--- src/sv/slit_pkg.sv ---
// ----------------------------------------------------------------------------
// slit_pkg: shared types and constants of the seen-line interval tracker
// Operation and status codes, default sizes, and the command and status
// bundles that pass between the controller and the datapath.
// ----------------------------------------------------------------------------
package slit_pkg;

   localparam int FILE_SLOTS_DEF    = 8;
   localparam int MAX_INTERVALS_DEF = 16;
   localparam int LINE_BITS_DEF     = 20;

   localparam int OP_BITS     = 2;
   localparam int SLOT_BITS   = 3;
   localparam int STAMP_BITS  = 64;
   localparam int STATUS_BITS = 2;

   typedef enum logic [OP_BITS-1:0] {
      OP_ADD       = 2'd0,
      OP_QUERY     = 2'd1,
      OP_CLEAR_SLOT = 2'd2,
      OP_CLEAR_ALL = 2'd3
   } op_type;

   localparam logic [STATUS_BITS-1:0] STATUS_OK      = 2'd0;
   localparam logic [STATUS_BITS-1:0] STATUS_INVALID = 2'd1;
   localparam logic [STATUS_BITS-1:0] STATUS_FULL    = 2'd2;

   // controller to datapath
   typedef struct packed {
      logic load;
      logic prep;
      logic rd;
      logic chk;
      logic mv_init;
      logic mv_rd;
      logic mv_wr;
      logic put;
   } dp_cmd_type;

   // datapath to controller
   typedef struct packed {
      logic need_scan;
      logic is_add;
      logic scan_end;
      logic chk_stop;
      logic full;
      logic mv_done;
   } dp_stat_type;

endpackage

--- src/sv/slit_ctrl.sv ---
// ----------------------------------------------------------------------------
// slit_ctrl: request sequencer
// Steps one request through prepare, scan, shift and write-back.
// ----------------------------------------------------------------------------
module slit_ctrl import slit_pkg::*; (
   input  logic        clock,
   input  logic        reset,
   input  logic        req_valid,
   output logic        req_ready,
   output logic        rsp_valid,
   input  logic        rsp_ready,
   output dp_cmd_type  cmd,
   input  dp_stat_type stat
);

   typedef enum logic [3:0] {
      S_IDLE, S_PREP, S_SCAN_RD, S_SCAN_CHK, S_FINAL, S_MV_RD, S_MV_WR, S_PUT, S_DONE
   } state_type;

   state_type state_ff, state_in;
   logic      req_ready_ff, req_ready_in;
   logic      rsp_valid_ff, rsp_valid_in;

   assign req_ready = req_ready_ff;
   assign rsp_valid = rsp_valid_ff;

   always_comb begin
      state_in     = state_ff;
      req_ready_in = req_ready_ff;
      rsp_valid_in = rsp_valid_ff;
      cmd          = '0;
      unique case (state_ff)
         S_IDLE: begin
            if (req_valid) begin
               cmd.load     = 1'b1;
               req_ready_in = 1'b0;
               state_in     = S_PREP;
            end
         end
         S_PREP: begin
            cmd.prep = 1'b1;
            if (stat.need_scan) begin
               state_in = S_SCAN_RD;
            end else begin
               rsp_valid_in = 1'b1;
               state_in     = S_DONE;
            end
         end
         S_SCAN_RD: begin
            if (stat.scan_end) begin
               state_in = S_FINAL;
            end else begin
               cmd.rd   = 1'b1;
               state_in = S_SCAN_CHK;
            end
         end
         S_SCAN_CHK: begin
            cmd.chk  = 1'b1;
            state_in = stat.chk_stop ? S_FINAL : S_SCAN_RD;
         end
         S_FINAL: begin
            cmd.mv_init = 1'b1;
            if (!stat.is_add || stat.full) begin
               rsp_valid_in = 1'b1;
               state_in     = S_DONE;
            end else begin
               state_in = S_MV_RD;
            end
         end
         S_MV_RD: begin
            if (stat.mv_done) begin
               state_in = S_PUT;
            end else begin
               cmd.mv_rd = 1'b1;
               state_in  = S_MV_WR;
            end
         end
         S_MV_WR: begin
            cmd.mv_wr = 1'b1;
            state_in  = S_MV_RD;
         end
         S_PUT: begin
            cmd.put      = 1'b1;
            rsp_valid_in = 1'b1;
            state_in     = S_DONE;
         end
         S_DONE: begin
            if (rsp_ready) begin
               rsp_valid_in = 1'b0;
               req_ready_in = 1'b1;
               state_in     = S_IDLE;
            end
         end
         default: state_in = S_IDLE;
      endcase
   end

   always_ff @(posedge clock) begin
      if (reset) begin
         state_ff     <= S_IDLE;
         req_ready_ff <= 1'b1;
         rsp_valid_ff <= 1'b0;
      end else begin
         state_ff     <= state_in;
         req_ready_ff <= req_ready_in;
         rsp_valid_ff <= rsp_valid_in;
      end
   end

endmodule

--- config.mk ---
export PLATFORM = sky130hd
export DESIGN_NAME = slit_ctrl
export DESIGN_NICKNAME = d
export VERILOG_FILES = /design/src/sv/slit_pkg.sv /design/src/sv/slit_ctrl.sv
export SDC_FILE = /design/constraint.sdc
export NUM_CORES = 1
export LEC_CHECK = 0
export BUFFER_PORTS_ARGS = -buffer_cell sky130_fd_sc_hd__buf_2
export CORE_AREA = 2 2 39 41
export CTS_CLUSTER_DIAMETER = 100
export DETAILED_ROUTE_END_ITERATION = 12
export DIE_AREA = 0 0 41 43
export GPL_TIMING_DRIVEN = 1
export PLACE_DENSITY_LB_ADDON = 0.1
export RECOVER_POWER = 50
export SLEW_MARGIN = 30
export SYNTH_ARGS = -nofsm -noshare
export SYNTH_HDL_FRONTEND = slang
export SYNTH_SLANG_ARGS = --single-unit
export TNS_END_PERCENT = 100
--- constraint.sdc ---
create_clock -name clock -period 2.5 [get_ports clock]
set_clock_uncertainty 0.2 [all_clocks]
set_input_delay 0.125 -clock clock [delete_from_list [all_inputs] [get_ports clock]]
set_output_delay 0.125 -clock clock [all_outputs]
set_load 0.02 [all_outputs]
==> reports/results.ini <==
[status]
status = finished, final reports clean

[clock_network]
cts_setup_buffers = 0
clock_sinks = 6
htree_levels = 1
cts_root_buffer = clkbuf_4
clock_latency_ns = 0.25
cts_inserted_buffers = 3
cts_tree = yes
ctsLongestPathBuffers = 2
clkSlewWorstSetupHoldPaths_ns = 0.04

[sta]
setup_slack_ns = 0.525
rsz0062_at_grt = false
timing.hold.ws_ns = 0.0341
fin_crit_sh = 0.790
relSlewSlack = 0.667
finalCriticalPeriod_ns = 1.97
setup_viol = 0
worstMarginPinSlew_ns = 0.498
drv_slew = 0
timing.fmax_mhz = 506
hold_violations = 0
finalSetupTns_ns = 0

[worst_setup_path]
crit_path_cell_trace = nand2b_1, or4_1, inv_1, buf_2
critPathCaptureType = output pin
cp.required_ns = 2.17
critPathKind = flip-flop to output pin
crit_fanout = 14
critical_path_arrival_ns = 1.65
cp-start-kind = flip-flop
path_delay_family = simple AND/OR/NAND/NOR gates
crit_slowest_cell = dfxtp_1
worstPathBufferInverterCount = 2
crit_path_max_incr_delay_ns = 0.58

[route]
antenna_left = 0
route.detailed.drc = 0
via_per_inst = 5.41
dr.pass1.iters = 4
wire_per_inst_um = 12.2
first_iter_violations = 8
vias = 498
drt-total-wl_mm = 1.12

[synthesis]
synth_ff_type = dfxtp_1
netlist_instances = 55
yosys_warnings = 0
avgSynthCellArea_um2 = 7.89
synth_fp_nets = 65
synth_area_um2 = 434
ys_ff_latch = 6
synth-edff-count = 0
yosysSeqAreaShare = 0.277
async_flop_share = 0
ys_types = 26

[pwr]
ir_drop_v = 0.000272
power-per-cell-area_nw_per_um2 = 558
power_leakage_nw = 0.239
total_power_mw = 0.314

[placed_design]
port_buffers = 19
place_ws_ns = 0.796
gp_congestion = 0.662
place_hpwl_um = 802

[floorplanning]
num_rows = 14
die-area_um2 = 1760
die_w_um = 41
die_y_um = 43
io_pins = 20
coreArea_um2 = 1380
start_util = 0.314

[layout]
nFillCells = 154
regArea_um2 = 120
diodes = 0
final_cell_mix = buf_2, dfxtp_1, nor2_1
syn_to_final_growth_pct = 29.7
multi_input_area_um2 = 268
mostFrequentLayoutCell = buf_2
drive_gt1_frac = 0.303
final_nets = 88

[grt]
grt.total_usage = 0.138
grt_max_degree = 17
grt-ovfl-total = 0
grt_pass1_vias = 414
antenna_found_initial = 0
grt_pass1_wl_mm = 1.66

[worst_hold_path]
worstHoldPathType = primary input to flip-flop

[flow_run]
maxCapViolCount = 0

area by class of cell:
class	count	share of cell area
clock buffers	3	0.0400
inverters	3	0.0200
multi-input cells	42	0.476
flip-flops and latches	6	0.213
well taps	16	0.0356
repair buffers	22	0.216
registers in the layout, indices dropped and copies added (netlist names):
name and flops:
state_ff 4, req_ready 1, rsp_valid 1
stage by stage:
| step | cell area [um2] | std cells | utilization |
|---|---|---|---|
| after floorplan | 434 | 55 | - |
| after global placement | 518 | 86 | 0.374 |
| after detailed placement | 518 | 86 | 0.374 |
| after CTS | 571 | 92 | 0.412 |
| after global routing | 563 | 92 | 0.407 |
| final | 563 | 92 | 0.407 |
Yosys cell counts (2+ instances only):
cell      n  area (um2)
dfxtp_1   6         120
nor2_1    5        18.8
a31oi_1   4        25.0
nand2b_1  4        25.0
nor3_1    4        20.0
inv_1     3        11.3
nor2b_1   3        18.8
nor3b_1   3        22.5
buf_4     2        15.0
nand2_1   2        7.51
nand3_1   2        10.0
o21ai_0   2        10.0
o21ai_1   2        10.0
worst min-delay path, delay by kind of cell:
family / cells / cell delay (ns)
buffers and inverters: 1 / 0.10
AOI/OAI and AO/OA: 1 / 0.08
and+or+nand+nor: 1 / 0.12
final timing paths:
check         startpoint           to  slack (ns)  depth (start not counted)
min reg2reg    rsp_valid    rsp_valid        0.26                          1
max reg2reg  state_ff[0]  state_ff[0]        0.86                          3
min              stat[3]  state_ff[1]        0.03                          3
max          state_ff[1]       cmd[5]        0.53                          4
logic make-up (layout without fill, tap and decap cells):
logic type,count (synthesis),after routing,synth area share
and+or+nand+nor,28,28,0.378
AOI/OAI and AO/OA,13,13,0.222
buffers and inverters,7,28,0.0980
DFF,6,6,0.277
muxes,1,1,0.0259
power breakdown:
| part | internal (mW) | total (mW) | switching (mW) |
|---|---|---|---|
| clock | 0.0545 | 0.0919 | 0.0375 |
| sequential | 0.107 | 0.129 | 0.0226 |
| combinational | 0.0435 | 0.0930 | 0.0495 |
| total | 0.205 | 0.314 | 0.110 |
layer usage:
metal,vias up,routed length [um],part of all wire,GRT usage
li1,247,-,-,-
met1,222,531,0.47,0.168
met2,25,474,0.42,0.209
met3,4,95,0.085,0.0157
met4,0,21,0.019,0.100
met5,-,0,0,0
repair_timing:
item / in CTS / in global routing
resized for setup: 0 / 0
hold buffers: 3 / 0
hold endpoints to repair: 4 / 0
No activity file was read; power rests on OpenSTA's default activity.
